===== src/hw/rtl/tsac_pkg.sv =====
// Shared constants, register codes and unit status type for the touch block.
package tsac_pkg;

   // Field and datapath widths
   localparam int RAW_W   = 12;
   localparam int COORD_W = 16;
   localparam int MAG_W   = 13;
   localparam int PROD_W  = MAG_W + RAW_W;
   localparam int PRES_W  = 10;
   localparam int STAMP_W = 16;

   // Averaging depth and sample counter width
   localparam int AVG_SAMPLES = 3;
   localparam int CNT_W = (AVG_SAMPLES > 1) ? $clog2(AVG_SAMPLES) : 1;

   // Fixed values
   localparam logic signed [COORD_W-1:0] INVERT_BASE   = 16'sd4000;
   localparam logic [PRES_W-1:0]         PRESSURE_DOWN = 10'd1000;
   localparam logic [PRES_W-1:0]         PRESSURE_UP   = 10'd0;

   // Register indexes
   localparam int REG_IDX_W = 3;
   localparam logic [REG_IDX_W-1:0] REG_CAL_EN  = 3'd0;
   localparam logic [REG_IDX_W-1:0] REG_REVERSE = 3'd1;
   localparam logic [REG_IDX_W-1:0] REG_MAX_X   = 3'd2;
   localparam logic [REG_IDX_W-1:0] REG_MIN_X   = 3'd3;
   localparam logic [REG_IDX_W-1:0] REG_MAX_Y   = 3'd4;
   localparam logic [REG_IDX_W-1:0] REG_MIN_Y   = 3'd5;
   localparam logic [REG_IDX_W-1:0] REG_RES_X   = 3'd6;
   localparam logic [REG_IDX_W-1:0] REG_RES_Y   = 3'd7;

   // Status of a serial arithmetic unit
   typedef struct packed {
      logic busy;
      logic done;
   } unit_stat_type;

endpackage


===== src/hw/rtl/touch_sample_average_calibrate_top.sv =====
// Touch sample averaging and linear calibration, top level.
//
// Each request word is one panel event. Coordinates are inverted as 4000 minus
// raw; while the pen is down, every third sample yields the averaged position
// with pressure 1000, and a pen release after a press yields one word with
// pressure 0 and the release coordinates. With calibration enabled each axis is
// mapped from its raw min/max window onto its resolution (a zero window gives
// 0). An event that yields no word leaves the block idle, so the next event is
// accepted in the following cycle. An event that yields a word keeps the block
// busy while each axis in turn passes through the averaging division, when an
// average is formed, and the calibration multiply and divide, when calibration
// is on, plus any wait for the output register to free up; the work is done by
// the bit-serial divider and the shift-add multiplier, one shared unit of each
// serving both axes. A finished word waits in the output register while the
// next event is taken.
module touch_sample_average_calibrate_top (
   input  logic        clock,
   input  logic        reset,
   // Request channel
   input  logic        req_tvalid,
   output logic        req_tready,
   input  logic [39:0] req_tdata,  // sample_x[11:0], sample_y[23:12], tick_stamp[39:24]
   input  logic [1:0]  req_tuser,  // pen_on[0], pen_off[1]
   // Response channel
   output logic        rsp_tvalid,
   input  logic        rsp_tready,
   output logic [63:0] rsp_tdata,  // pressure[9:0], pos_x[25:10], pos_y[41:26],
                                   // stamp[57:42], zero[63:58]
   // Register port
   input  logic        csr_psel,
   input  logic        csr_penable,
   input  logic        csr_pwrite,
   input  logic [4:0]  csr_paddr,
   input  logic [31:0] csr_pwdata,
   output logic [31:0] csr_prdata,
   output logic        csr_pready
);

   localparam int RW = tsac_pkg::RAW_W;
   localparam int CW = tsac_pkg::COORD_W;
   localparam int PW = tsac_pkg::PROD_W;
   localparam int MW = tsac_pkg::MAG_W;

   typedef enum logic [2:0] {
      ST_IDLE, ST_AXIS, ST_AVG, ST_CAL, ST_MUL, ST_CDIV, ST_NEXT, ST_EMIT
   } state_type;

   // Configuration registers
   logic          cal_en_ff;
   logic [1:0]    reverse_ff;
   logic [RW-1:0] max_x_ff, min_x_ff, max_y_ff, min_y_ff, res_x_ff, res_y_ff;

   // Accumulation state
   logic signed [CW-1:0]         sum_x_ff, sum_y_ff;
   logic [tsac_pkg::CNT_W-1:0]   count_ff;
   logic                         pen_down_ff;

   // Work registers
   state_type                    state_ff;
   logic                         axis_ff;
   logic                         avg_ff;
   logic                         neg_ff;
   logic signed [CW-1:0]         work_x_ff, work_y_ff;
   logic [tsac_pkg::PRES_W-1:0]  pres_ff;
   logic [tsac_pkg::STAMP_W-1:0] stamp_ff;

   // Arithmetic unit control
   logic          mul_start_ff, div_start_ff;
   logic [MW-1:0] mul_a_ff;
   logic [RW-1:0] mul_b_ff;
   logic [PW-1:0] div_n_ff;
   logic [RW-1:0] div_d_ff;
   logic [PW-1:0] mul_p, div_q;
   tsac_pkg::unit_stat_type mul_stat, div_stat;

   // Output register
   logic          rsp_valid_ff;
   logic [63:0]   rsp_data_ff;

   // Input unpacking
   logic                 pen_on, pen_off, req_fire, csr_wr;
   logic [RW-1:0]        sample_x, sample_y;
   logic signed [CW-1:0] inv_x_in, inv_y_in, sum_x_in, sum_y_in;
   logic                 avg_full_in;

   // Axis datapath
   logic signed [CW-1:0] v_cur, num_in, span_in, num_mag_in, span_mag_in, v_mag_in;
   logic [RW-1:0]        hi_cur, lo_cur, res_cur;
   logic                 rev_cur;
   logic [PW-1:0]        q_signed_in;

   assign pen_on   = req_tuser[0];
   assign pen_off  = req_tuser[1];
   assign sample_x = req_tdata[11:0];
   assign sample_y = req_tdata[23:12];
   assign req_fire = req_tvalid && req_tready;
   assign csr_wr   = csr_psel && csr_penable && csr_pwrite && csr_pready;

   assign inv_x_in    = tsac_pkg::INVERT_BASE - CW'(sample_x);
   assign inv_y_in    = tsac_pkg::INVERT_BASE - CW'(sample_y);
   assign sum_x_in    = sum_x_ff + inv_x_in;
   assign sum_y_in    = sum_y_ff + inv_y_in;
   assign avg_full_in = count_ff == tsac_pkg::CNT_W'(tsac_pkg::AVG_SAMPLES - 1);

   // Select the axis under work
   assign v_cur   = axis_ff ? work_y_ff : work_x_ff;
   assign hi_cur  = axis_ff ? max_y_ff : max_x_ff;
   assign lo_cur  = axis_ff ? min_y_ff : min_x_ff;
   assign res_cur = axis_ff ? res_y_ff : res_x_ff;
   assign rev_cur = axis_ff ? reverse_ff[1] : reverse_ff[0];

   assign span_in     = CW'(hi_cur) - CW'(lo_cur);
   assign num_in      = rev_cur ? (CW'(hi_cur) - v_cur) : (v_cur - CW'(lo_cur));
   assign num_mag_in  = num_in[CW-1] ? -num_in : num_in;
   assign span_mag_in = span_in[CW-1] ? -span_in : span_in;
   assign v_mag_in    = v_cur[CW-1] ? -v_cur : v_cur;
   assign q_signed_in = neg_ff ? -div_q : div_q;

   tsac_serial_mul u_mul (
      .clock   (clock),
      .reset   (reset),
      .start   (mul_start_ff),
      .mcand   (mul_a_ff),
      .mplier  (mul_b_ff),
      .product (mul_p),
      .stat    (mul_stat)
   );

   tsac_serial_div u_div (
      .clock    (clock),
      .reset    (reset),
      .start    (div_start_ff),
      .dividend (div_n_ff),
      .divisor  (div_d_ff),
      .quotient (div_q),
      .stat     (div_stat)
   );

   // Write configuration registers
   always_ff @(posedge clock) begin
      if (reset) begin
         cal_en_ff  <= 1'b0;
         reverse_ff <= 2'd0;
         max_x_ff   <= 12'd4000;
         min_x_ff   <= 12'd200;
         max_y_ff   <= 12'd4000;
         min_y_ff   <= 12'd200;
         res_x_ff   <= 12'd240;
         res_y_ff   <= 12'd320;
      end else if (csr_wr) begin
         unique case (csr_paddr[4:2])
            tsac_pkg::REG_CAL_EN:  cal_en_ff  <= csr_pwdata[0];
            tsac_pkg::REG_REVERSE: reverse_ff <= csr_pwdata[1:0];
            tsac_pkg::REG_MAX_X:   max_x_ff   <= csr_pwdata[RW-1:0];
            tsac_pkg::REG_MIN_X:   min_x_ff   <= csr_pwdata[RW-1:0];
            tsac_pkg::REG_MAX_Y:   max_y_ff   <= csr_pwdata[RW-1:0];
            tsac_pkg::REG_MIN_Y:   min_y_ff   <= csr_pwdata[RW-1:0];
            tsac_pkg::REG_RES_X:   res_x_ff   <= csr_pwdata[RW-1:0];
            tsac_pkg::REG_RES_Y:   res_y_ff   <= csr_pwdata[RW-1:0];
         endcase
      end
   end

   // Read back configuration registers
   always_comb begin
      unique case (csr_paddr[4:2])
         tsac_pkg::REG_CAL_EN:  csr_prdata = {31'd0, cal_en_ff};
         tsac_pkg::REG_REVERSE: csr_prdata = {30'd0, reverse_ff};
         tsac_pkg::REG_MAX_X:   csr_prdata = 32'(max_x_ff);
         tsac_pkg::REG_MIN_X:   csr_prdata = 32'(min_x_ff);
         tsac_pkg::REG_MAX_Y:   csr_prdata = 32'(max_y_ff);
         tsac_pkg::REG_MIN_Y:   csr_prdata = 32'(min_y_ff);
         tsac_pkg::REG_RES_X:   csr_prdata = 32'(res_x_ff);
         tsac_pkg::REG_RES_Y:   csr_prdata = 32'(res_y_ff);
      endcase
   end

   assign csr_pready = 1'b1;
   assign req_tready = state_ff == ST_IDLE;

   // Sequence the events and both axes through the shared units
   always_ff @(posedge clock) begin
      if (reset) begin
         state_ff     <= ST_IDLE;
         sum_x_ff     <= '0;
         sum_y_ff     <= '0;
         count_ff     <= '0;
         pen_down_ff  <= 1'b0;
         mul_start_ff <= 1'b0;
         div_start_ff <= 1'b0;
         rsp_valid_ff <= 1'b0;
         axis_ff      <= 1'b0;
      end else begin
         mul_start_ff <= 1'b0;
         div_start_ff <= 1'b0;
         if (rsp_valid_ff && rsp_tready) begin
            rsp_valid_ff <= 1'b0;
         end
         unique case (state_ff)
            ST_IDLE: begin
               axis_ff  <= 1'b0;
               stamp_ff <= req_tdata[39:24];
               if (req_fire && pen_on) begin
                  pen_down_ff <= 1'b1;
                  if (avg_full_in) begin
                     sum_x_ff  <= '0;
                     sum_y_ff  <= '0;
                     count_ff  <= '0;
                     work_x_ff <= sum_x_in;
                     work_y_ff <= sum_y_in;
                     avg_ff    <= 1'b1;
                     pres_ff   <= tsac_pkg::PRESSURE_DOWN;
                     state_ff  <= ST_AXIS;
                  end else begin
                     sum_x_ff <= sum_x_in;
                     sum_y_ff <= sum_y_in;
                     count_ff <= count_ff + 1'b1;
                  end
               end else if (req_fire && pen_off && pen_down_ff) begin
                  pen_down_ff <= 1'b0;
                  sum_x_ff    <= '0;
                  sum_y_ff    <= '0;
                  count_ff    <= '0;
                  work_x_ff   <= inv_x_in;
                  work_y_ff   <= inv_y_in;
                  avg_ff      <= 1'b0;
                  pres_ff     <= tsac_pkg::PRESSURE_UP;
                  state_ff    <= ST_AXIS;
               end
            end
            ST_AXIS: begin
               if (avg_ff) begin
                  neg_ff       <= v_cur[CW-1];
                  div_n_ff     <= PW'(v_mag_in);
                  div_d_ff     <= RW'(tsac_pkg::AVG_SAMPLES);
                  div_start_ff <= 1'b1;
                  state_ff     <= ST_AVG;
               end else begin
                  state_ff <= ST_CAL;
               end
            end
            ST_AVG: begin
               if (div_stat.done) begin
                  if (axis_ff) begin
                     work_y_ff <= q_signed_in[CW-1:0];
                  end else begin
                     work_x_ff <= q_signed_in[CW-1:0];
                  end
                  state_ff <= ST_CAL;
               end
            end
            ST_CAL: begin
               if (!cal_en_ff) begin
                  state_ff <= ST_NEXT;
               end else if (span_in == '0) begin
                  if (axis_ff) begin
                     work_y_ff <= '0;
                  end else begin
                     work_x_ff <= '0;
                  end
                  state_ff <= ST_NEXT;
               end else begin
                  neg_ff       <= num_in[CW-1] ^ span_in[CW-1];
                  mul_a_ff     <= num_mag_in[MW-1:0];
                  mul_b_ff     <= res_cur;
                  div_d_ff     <= span_mag_in[RW-1:0];
                  mul_start_ff <= 1'b1;
                  state_ff     <= ST_MUL;
               end
            end
            ST_MUL: begin
               if (mul_stat.done) begin
                  div_n_ff     <= mul_p;
                  div_start_ff <= 1'b1;
                  state_ff     <= ST_CDIV;
               end
            end
            ST_CDIV: begin
               if (div_stat.done) begin
                  if (axis_ff) begin
                     work_y_ff <= q_signed_in[CW-1:0];
                  end else begin
                     work_x_ff <= q_signed_in[CW-1:0];
                  end
                  state_ff <= ST_NEXT;
               end
            end
            ST_NEXT: begin
               if (axis_ff) begin
                  state_ff <= ST_EMIT;
               end else begin
                  axis_ff  <= 1'b1;
                  state_ff <= ST_AXIS;
               end
            end
            ST_EMIT: begin
               // Load the output register once it is free
               if (!rsp_valid_ff || rsp_tready) begin
                  rsp_valid_ff <= 1'b1;
                  rsp_data_ff  <= {6'd0, stamp_ff, work_y_ff, work_x_ff, pres_ff};
                  state_ff     <= ST_IDLE;
               end
            end
            default: state_ff <= ST_IDLE;
         endcase
      end
   end

   assign rsp_tvalid = rsp_valid_ff;
   assign rsp_tdata  = rsp_data_ff;

endmodule


===== src/hw/rtl/tsac_serial_mul.sv =====
// Shift-add multiplier: one multiplier bit per cycle, unsigned magnitudes.
module tsac_serial_mul (
   input  logic                        clock,
   input  logic                        reset,
   input  logic                        start,
   input  logic [tsac_pkg::MAG_W-1:0]  mcand,
   input  logic [tsac_pkg::RAW_W-1:0]  mplier,
   output logic [tsac_pkg::PROD_W-1:0] product,
   output tsac_pkg::unit_stat_type     stat
);

   localparam int CNT_W = $clog2(tsac_pkg::RAW_W + 1);

   logic [tsac_pkg::PROD_W-1:0] prod_ff;
   logic [tsac_pkg::MAG_W-1:0]  mcand_ff;
   logic [CNT_W-1:0]            cnt_ff;
   logic                        busy_ff;
   logic                        done_ff;
   logic [tsac_pkg::MAG_W:0]    sum_in;

   // Add the multiplicand into the high half when the low bit is set
   assign sum_in = {1'b0, prod_ff[tsac_pkg::PROD_W-1:tsac_pkg::RAW_W]} +
                   (prod_ff[0] ? {1'b0, mcand_ff} : '0);

   // Shift one bit per cycle
   always_ff @(posedge clock) begin
      if (reset) begin
         busy_ff <= 1'b0;
         done_ff <= 1'b0;
         cnt_ff  <= '0;
      end else begin
         done_ff <= 1'b0;
         if (start) begin
            busy_ff  <= 1'b1;
            cnt_ff   <= CNT_W'(tsac_pkg::RAW_W);
            prod_ff  <= {{tsac_pkg::MAG_W{1'b0}}, mplier};
            mcand_ff <= mcand;
         end else if (busy_ff) begin
            prod_ff <= {sum_in, prod_ff[tsac_pkg::RAW_W-1:1]};
            cnt_ff  <= cnt_ff - 1'b1;
            if (cnt_ff == CNT_W'(1)) begin
               busy_ff <= 1'b0;
               done_ff <= 1'b1;
            end
         end
      end
   end

   assign product   = prod_ff;
   assign stat.busy = busy_ff;
   assign stat.done = done_ff;

endmodule


===== src/hw/rtl/tsac_serial_div.sv =====
// Restoring divider: one quotient bit per cycle, unsigned magnitudes.
module tsac_serial_div (
   input  logic                        clock,
   input  logic                        reset,
   input  logic                        start,
   input  logic [tsac_pkg::PROD_W-1:0] dividend,
   input  logic [tsac_pkg::RAW_W-1:0]  divisor,
   output logic [tsac_pkg::PROD_W-1:0] quotient,
   output tsac_pkg::unit_stat_type     stat
);

   localparam int CNT_W = $clog2(tsac_pkg::PROD_W + 1);

   logic [tsac_pkg::PROD_W-1:0] quot_ff;
   logic [tsac_pkg::RAW_W-1:0]  rem_ff;
   logic [tsac_pkg::RAW_W-1:0]  dvs_ff;
   logic [CNT_W-1:0]            cnt_ff;
   logic                        busy_ff;
   logic                        done_ff;
   logic [tsac_pkg::RAW_W:0]    trial_in;
   logic [tsac_pkg::RAW_W:0]    diff_in;
   logic                        fits_in;

   // Bring down the next dividend bit and try the subtraction
   assign trial_in = {rem_ff, quot_ff[tsac_pkg::PROD_W-1]};
   assign fits_in  = trial_in >= {1'b0, dvs_ff};
   assign diff_in  = trial_in - {1'b0, dvs_ff};

   // Develop one quotient bit per cycle
   always_ff @(posedge clock) begin
      if (reset) begin
         busy_ff <= 1'b0;
         done_ff <= 1'b0;
         cnt_ff  <= '0;
      end else begin
         done_ff <= 1'b0;
         if (start) begin
            busy_ff <= 1'b1;
            cnt_ff  <= CNT_W'(tsac_pkg::PROD_W);
            quot_ff <= dividend;
            rem_ff  <= '0;
            dvs_ff  <= divisor;
         end else if (busy_ff) begin
            rem_ff  <= fits_in ? diff_in[tsac_pkg::RAW_W-1:0]
                               : trial_in[tsac_pkg::RAW_W-1:0];
            quot_ff <= {quot_ff[tsac_pkg::PROD_W-2:0], fits_in};
            cnt_ff  <= cnt_ff - 1'b1;
            if (cnt_ff == CNT_W'(1)) begin
               busy_ff <= 1'b0;
               done_ff <= 1'b1;
            end
         end
      end
   end

   assign quotient  = quot_ff;
   assign stat.busy = busy_ff;
   assign stat.done = done_ff;

endmodule


===== config.mk =====
export PLATFORM = sky130hd
export DESIGN_NAME = touch_sample_average_calibrate_top
export DESIGN_NICKNAME = d
export VERILOG_FILES = /design/src/hw/rtl/tsac_pkg.sv /design/src/hw/rtl/touch_sample_average_calibrate_top.sv /design/src/hw/rtl/tsac_serial_mul.sv /design/src/hw/rtl/tsac_serial_div.sv
export SDC_FILE = /design/constraint.sdc
export NUM_CORES = 1
export LEC_CHECK = 0
export ABC_AREA = 1
export BUFFER_PORTS_ARGS = -buffer_cell sky130_fd_sc_hd__clkbuf_2
export CAP_MARGIN = 20
export CORE_MARGIN = 2
export CORE_UTILIZATION = 30
export DETAILED_ROUTE_END_ITERATION = 6
export GPL_ROUTABILITY_DRIVEN = 0
export GPL_TIMING_DRIVEN = 0
export SYNTH_ARGS = -nofsm -noshare
export SYNTH_HDL_FRONTEND = slang
export SYNTH_SLANG_ARGS = --single-unit

===== constraint.sdc =====
create_clock -name clock -period 14.6 [get_ports clock]
set_input_delay 4.38 -clock clock [delete_from_list [all_inputs] [get_ports clock]]
set_output_delay 4.38 -clock clock [all_outputs]
set_load 0.03 [all_outputs]

==> summary.md, run 1 <==
| Metric | Value |
|---|---|
| Outcome | `finished clean` |
| Final setup TNS | `0 ns` |
| Worst Path Required | `around 10 ns` |
| WP buf/inv | `4` |
| CTS Sinks | `about 380` |
| Internal Power | `between 0.002 and 0.0025 W` |
| Commonest cells after routing, fill and taps aside | `nand2_1, inv_1, edfxtp_1, o21ai_0, nor2_1` |
| Max-cap viol count | `0` |
| Routed len/inst | `approximately 17 µm` |
| Die height | `274.7 µm` |
| Root Driver | `clkbuf_16` |
| HP Class | `reg -> reg` |
| CTS tree | `done` |
| Nets | `~3200` |
| Hold Crit Depth | `0` |
| Total CTS buffers | `44` |
| Final hold vios | `0` |
| CP peak stage delay | `~0.54 ns` |
| Die width | `around 270 µm` |
| Vias | `a little under 20000` |
| Commonest non-fill, non-tap cell in the layout | `nand2_1` |
| P&R area growth vs syn | `16.77%` |
| Final Slew Violations | `0` |
| Post-CTS Hold Fix Bufs | `0` |
| Pwr Density | `approximately 140 mW/mm²` |
| Std-Cell Rows | `99` |
| FF-to-FF Start | `axis_ff$_SDFFE_PP0P_` |
| Sw Pwr | `between 0.001 and 0.0015 W` |
| Cell taking the most area after synthesis | `edfxtp_1` |
| Post-route ant nets | `0` |
| Slowest cell on the critical path | `clkbuf_1` |
| DP Wirelength | `~53000 µm` |
| Top Family by Delay on Critical Path | `buffers and inverters` |
| Main area contributors after synthesis | `edfxtp_1, nand2_1, dfxtp_1, ha_1, inv_1` |
| Clock skew | `between 0.05 and 0.06 ns` |
| WP data arrival | `between 6 and 7 ns` |
| Core area | `0.07271 mm²` |
| Clk slew on worst S/H paths | `roughly 0.06 ns` |
| Seq cells post-synth | `378` |
| Max Root-Sink Buffers | `3` |
| Initial Utilization | `about 30%` |
| Startpoint types | `input port` |
| Number of synthesized flops with an enable pin | `roughly 250` |
| Worst-Skew Late Latency | `roughly 0.61 ns` |
| Crit path cell chain | `clkbuf_2 -> inv_1 -> nor3_1 -> clkbuf_1 -> a221oi_1 -> nand2_1 -> clkbuf_2` |
| Pwr Total | `between 0.003 and 0.004 W` |
| Initial antenna violation count | `1` |
| Port bufs | `130` |
| Clock power frac | `a little under a third` |
| Initial drt markers | `approximately 2000` |
| Seq/Total Area, Yosys | `between 40% and 50%` |
| DRT Pass-1 Iters | `6` |
| Mapped cell area | `~0.022 mm²` |
| Crit end category | `output pin` |
| Sw Ratio | `36.47%` |
| Cell variety after synth | `54` |
| Hold EP | `u_mul.mcand_ff[7]$_DFFE_PP_` |
| Critical path depth | `7` |
| Hold Startpoint | `mul_a_ff[7]$_DFFE_PP_` |
| Top cell by count, worst path | `clkbuf_2` |
| Number of setup violations in the final report | `0` |
| Total die area | `around 0.075 mm²` |
| Post-CTS Resized | `0` |
| RR Endpoint | `work_x_ff[14]$_DFFE_PP_` |
| Post-synthesis average cell area | `just under 8 µm²` |
| Pleak | `about 11 nW` |
| Ys flop type | `edfxtp_1` |
| Gr ovfl total | `0` |
| Share of total power in sequential cells | `between 30% and 40%` |
| Maximum vdd drop | `around 0.00008 V` |
| Rel. slew slack | `27.62%` |
| Buffer count from post-CTS setup fixing | `0` |
| Post-Syn Instances | `roughly 2800` |
| Unrepaired setup endpoints after global routing | `false` |
| Asr flop ratio synth | `0%` |
| Io pins | `around 190` |
| R2R depth | `19` |
| Combinational Power Share | `a little under a third` |
| Residual DRC | `0` |
| Min Tclk post-route | `10.63 ns` |
| Global-route wire length before repair | `104000 µm` |
| H-tree Lvls | `2` |
| Tcrit/Tclk final | `72.80%` |
| GRT Overall Usage | `17.83%` |
| CP Class | `in -> out` |
| Top-area cell type share of the netlist area | `roughly 34%` |
| Setup slack, reg-to-reg | `just over 9 ns` |
| Tightest Pin Transition | `~1.1 ns` |
| DR vias/cell | `around 4.9` |
| Crit path launch | `csr_paddr[2]` |
| Layout cells sized above 1 | `a little over a tenth` |
| Largest net degree at the start of global routing | `27` |
| Synth warn | `0` |
| Number of global-route vias before repair | `18190` |
| Max Fclk | `~94 MHz` |
| Worst-path fanout max | `10` |
| WL final | `between 60000 and 70000 µm` |
==> power groups by stage <==
stage	clock [W]	sequential [W]	combinational, W
after floorplan	0	0.00137	0.000740
after CTS	0.00114	0.00137	0.00111
after global routing	0.00118	0.00138	0.00125
after global placement	0	0.00139	0.00107
final	0.00112	0.00137	0.00113
after detailed placement	0	0.00139	0.00110
==> worst max-delay path by stage <==
stage / end / slack, ns
floorplan: csr_prdata[3] / 4.69
global placement: rsp_tdata[46]$_DFFE_PP_ / 3.21
detailed placement: csr_prdata[4] / 4.01
CTS: csr_prdata[4] / 4.01
global route: csr_prdata[4] / 3.86
finish: csr_prdata[4] / 3.97
==> sequential cells by signal (all words and copies together) (netlist names), 13 cells and up <==
signal and flops:
sum_x_ff 16, u_mul.product 25, div_n_ff 25, mul_a_ff 13
u_mul.mcand_ff 13, u_div.quotient 25, work_y_ff 16, rsp_tdata 49
sum_y_ff 16, work_x_ff 16, stamp_ff 16
==> per-layer routing <==
metal  vias up  share of wire, %  wire (µm)  global-route usage [%]
met5         -                 0          0                       0
met4         0               4.6       3148                   8.066
met3       149               7.9       5397                   2.941
met2       812                45      30670                   29.15
met1      8982                43      29090                   23.09
li1       9641                 -          -                       -
==> cell usage after synthesis (7+ instances only) <==
library cell,instances
nor3_1,41
xor2_1,38
nor2_1,229
buf_4,38
a21o_1,7
or2_2,11
clkbuf_1,58
inv_2,7
nand3b_1,15
inv_1,313
o21ai_0,229
o21ai_1,15
nand4_1,24
a22oi_1,13
dfxtp_1,130
buf_2,16
o22ai_1,7
o21a_1,8
edfxtp_1,248
a21oi_1,183
a221oi_1,8
nand3_1,167
o211ai_1,9
xnor2_1,22
fa_1,7
nand2_1,739
ha_1,101
==> metrics by stage <==
| stage | utilization (%) | hold WS [ns] | std cells | cell area [µm²] | setup slack (ns) |
|---|---|---|---|---|---|
| floorplan | - | 0.4003 | 2803 | 22100 | 4.686 |
| global placement | 32.94 | 0.4008 | 3892 | 23950 | 3.207 |
| detailed placement | 33.27 | 0.4045 | 3904 | 24190 | 4.010 |
| CTS | 35.30 | 0.4120 | 3985 | 25670 | 4.012 |
| global route | 35.31 | 0.4176 | 3986 | 25670 | 3.862 |
| finish | 35.31 | 0.4136 | 3987 | 25680 | 3.971 |
==> area by class of cell <==
type,count,area [µm²]
Sequential cell,378,10050
Fill cell,7581,47040
Multi-Input combinational cell,1979,10220
Clock buffer,55,1194
Buffer,118,635.6
Antenna cell,1,2.502
Tap cell,959,1200
Inverter,328,1236
Clock inverter,26,279.0
Timing Repair Buffer,143,854.6
==> worst register-to-register path, cell delays in order (launching register included) <==
cell      delay (ns)
dfxtp_1         0.32
buf_6           0.19
buf_4           0.29
clkbuf_1        0.58
clkbuf_1        0.55
o21ai_0         0.31
ha_1            0.29
fa_1            0.59
ha_1            0.18
inv_1           0.06
nor2_1          0.10
nand3_1         0.10
nor2_1          0.15
nand3_1         0.11
nor3_1          0.29
nand2_1         0.09
nand2_1         0.21
nand2_1         0.14
nor2_2          0.38
buf_16          0.22
==> cell families after synthesis <==
family	synth area share (%)
fa+ha+maj	6.384
other cells	0.03415
compound gates	12.86
buf+inv	8.513
flops	45.70
xor+xnor	2.390
mux	0.09105
simple gates	24.02
(Power assumes the default switching activity.)
==> run 2: changes to the inputs <==
clock period = 9.2 ns   (was 14.6 ns; I/O delays follow)
==> run 2 against run 1 <==
Cell count is the same. Die area is the same. Largest cell class unchanged. Cell area is the same. Sequential share of layout area is the same. Sequential power grew 58%. Global-route usage is essentially flat. Setup slack lost 2.2 ns. Wire length grew 0.12%. Hold slack is essentially flat. Clock power grew 59%.
==> summary.md, run 2 (synthesis gave the netlist of run 1 again) <==
| Metric | Value |
|---|---|
| Maximum vdd drop | `0.0001271 V` |
| Root Driver | `clkbuf_16` |
| Register area | `0.01005 mm²` |
| Core area | `just over 0.07 mm²` |
| DRT Pass-1 Iters | `7` |
| Vias | `a little under 20000` |
| Startpoint types | `input port` |
| Final hold vios | `0` |
| CP Class | `in -> out` |
| Tightest Pin Transition | `1.084 ns` |
| Initial drt markers | `between 1500 and 2000` |
| Gr ovfl total | `0` |
| Total die area | `0.07548 mm²` |
| Rel. slew slack | `around 28%` |
| CTS Sinks | `about 380` |
| DP Wirelength | `~53000 µm` |
| Clk slew on worst S/H paths | `approximately 0.060 ns` |
| Crit end category | `output pin` |
| Final Slew Violations | `0` |
| Worst Path Required | `around 6.4 ns` |
| Commonest cells after routing, fill and taps aside | `nand2_1, inv_1, edfxtp_1, o21ai_0, nor2_1` |
| Slowest cell on the critical path | `clkbuf_1` |
| WP data arrival | `roughly 4.7 ns` |
| Initial antenna violation count | `1` |
| P&R area growth vs syn | `16.77%` |
| Clock skew | `approximately 0.053 ns` |
| Std-Cell Rows | `99` |
| Largest register FFs | `roughly 50` |
| Post-route ant nets | `0` |
| Max Fclk | `134.9 MHz` |
| Outcome | `finished clean` |
| Final setup TNS | `0 ns` |
| HP Class | `reg -> reg` |
| Top Family by Delay on Critical Path | `buffers and inverters` |
| Top cell by count, worst path | `clkbuf_2` |
| Tcrit/Tclk final | `80.59%` |
| Unrepaired setup endpoints after global routing | `false` |
| Routed len/inst | `17.15 µm` |
| Number of global-route vias before repair | `around 18000` |
| Io pins | `185` |
| Initial Utilization | `between 30% and 40%` |
| Min Tclk post-route | `7.414 ns` |
| Residual DRC | `0` |
| Nets | `approximately 3200` |
| Fillcell total | `between 7000 and 8000` |
| CP peak stage delay | `about 0.53 ns` |
| Commonest non-fill, non-tap cell in the layout | `nand2_1` |
| Crit path cell chain | `clkbuf_2 -> inv_1 -> nor3_1 -> clkbuf_1 -> a221oi_1 -> nand2_1 -> clkbuf_2` |
| WL final | `68390 µm` |
| Total CTS buffers | `44` |
| H-tree Lvls | `2` |
| Worst-path fanout max | `10` |
| Largest net degree at the start of global routing | `27` |
| Buffer count from post-CTS setup fixing | `0` |
| Area of the multi-input gates | `between 0.01 and 0.015 mm²` |
| Pwr Total | `about 0.0057 W` |
| Post-CTS Resized | `0` |
| Max Root-Sink Buffers | `3` |
| CTS tree | `done` |
| Max-cap viol count | `0` |
| Die width | `between 200 and 300 µm` |
| Post-CTS Hold Fix Bufs | `0` |
| GRT Overall Usage | `17.82%` |
| Pwr Density | `between 200 and 250 mW/mm²` |
| Port bufs | `130` |
| Number of setup violations in the final report | `0` |
| DR vias/cell | `between 4 and 5` |
| Worst-Skew Late Latency | `0.61 ns` |
| Pleak | `about 11 nW` |
| Global-route wire length before repair | `roughly 100000 µm` |
| Die height | `approximately 270 µm` |
| WP buf/inv | `4` |
| Layout cells sized above 1 | `a little over a tenth` |
==> run 2: cell counts in the layout (fill, tap and decap cells not counted) <==
Identical to the previous run, type by type.
==> run 2: report_power, final <==
part	internal, W	switching (W)	leakage [nW]	total, W
registers	0.00208	0.0000867	3.31	0.00217
clock network	0.00102	0.000757	0.724	0.00178
logic	0.000543	0.00125	7.19	0.00179
total	0.00365	0.00209	11.2	0.00574
==> run 2: worst paths after layout <==
path | from | end | slack [ns] | depth (start not counted)
hold / removal | mul_a_ff[7]$_DFFE_PP_ | u_mul.mcand_ff[7]$_DFFE_PP_ | 0.41 | 0
setup reg to reg | axis_ff$_SDFFE_PP0P_ | work_x_ff[14]$_DFFE_PP_ | 3.69 | 19
hold reg to reg | mul_a_ff[7]$_DFFE_PP_ | u_mul.mcand_ff[7]$_DFFE_PP_ | 0.41 | 0
setup / recovery | csr_paddr[2] | csr_prdata[4] | 1.79 | 7
==> run 2: metrics by stage <==
stage          utilization [%]  hold slack (ns)  cell area, µm²  instances  setup slack, ns
6_report                 35.31           0.4138           25680       3987            1.786
5_1_grt                  35.31           0.4176           25670       3986            1.702
4_1_cts                  35.30           0.4120           25670       3985            1.852
3_5_place_dp             33.27           0.4045           24190       3904            1.850
3_3_place_gp             32.94           0.4008           23950       3892          -0.5728
2_1_floorplan                -           0.4003           22100       2803            2.128
==> run 2: per-layer routing <==
metal,wire (µm),global-route usage (%),vias to the layer above,share of wire (%)
met5,0,0,-,0
li1,-,-,9631,-
met3,5066,2.924,145,7.4
met1,29430,23.09,9093,43
met2,30780,29.20,760,45
met4,3115,7.981,0,4.6
==> run 2: layout make-up <==
| cell class | count | share of cell area (%) |
|---|---|---|
| Antenna cell | 1 | 0.009746 |
| Sequential cell | 378 | 39.14 |
| Timing Repair Buffer | 143 | 3.328 |
| Inverter | 328 | 4.815 |
| Buffer | 118 | 2.476 |
| Clock inverter | 26 | 1.087 |
| Tap cell | 959 | 4.673 |
| Clock buffer | 55 | 4.649 |
| Multi-Input combinational cell | 1979 | 39.82 |
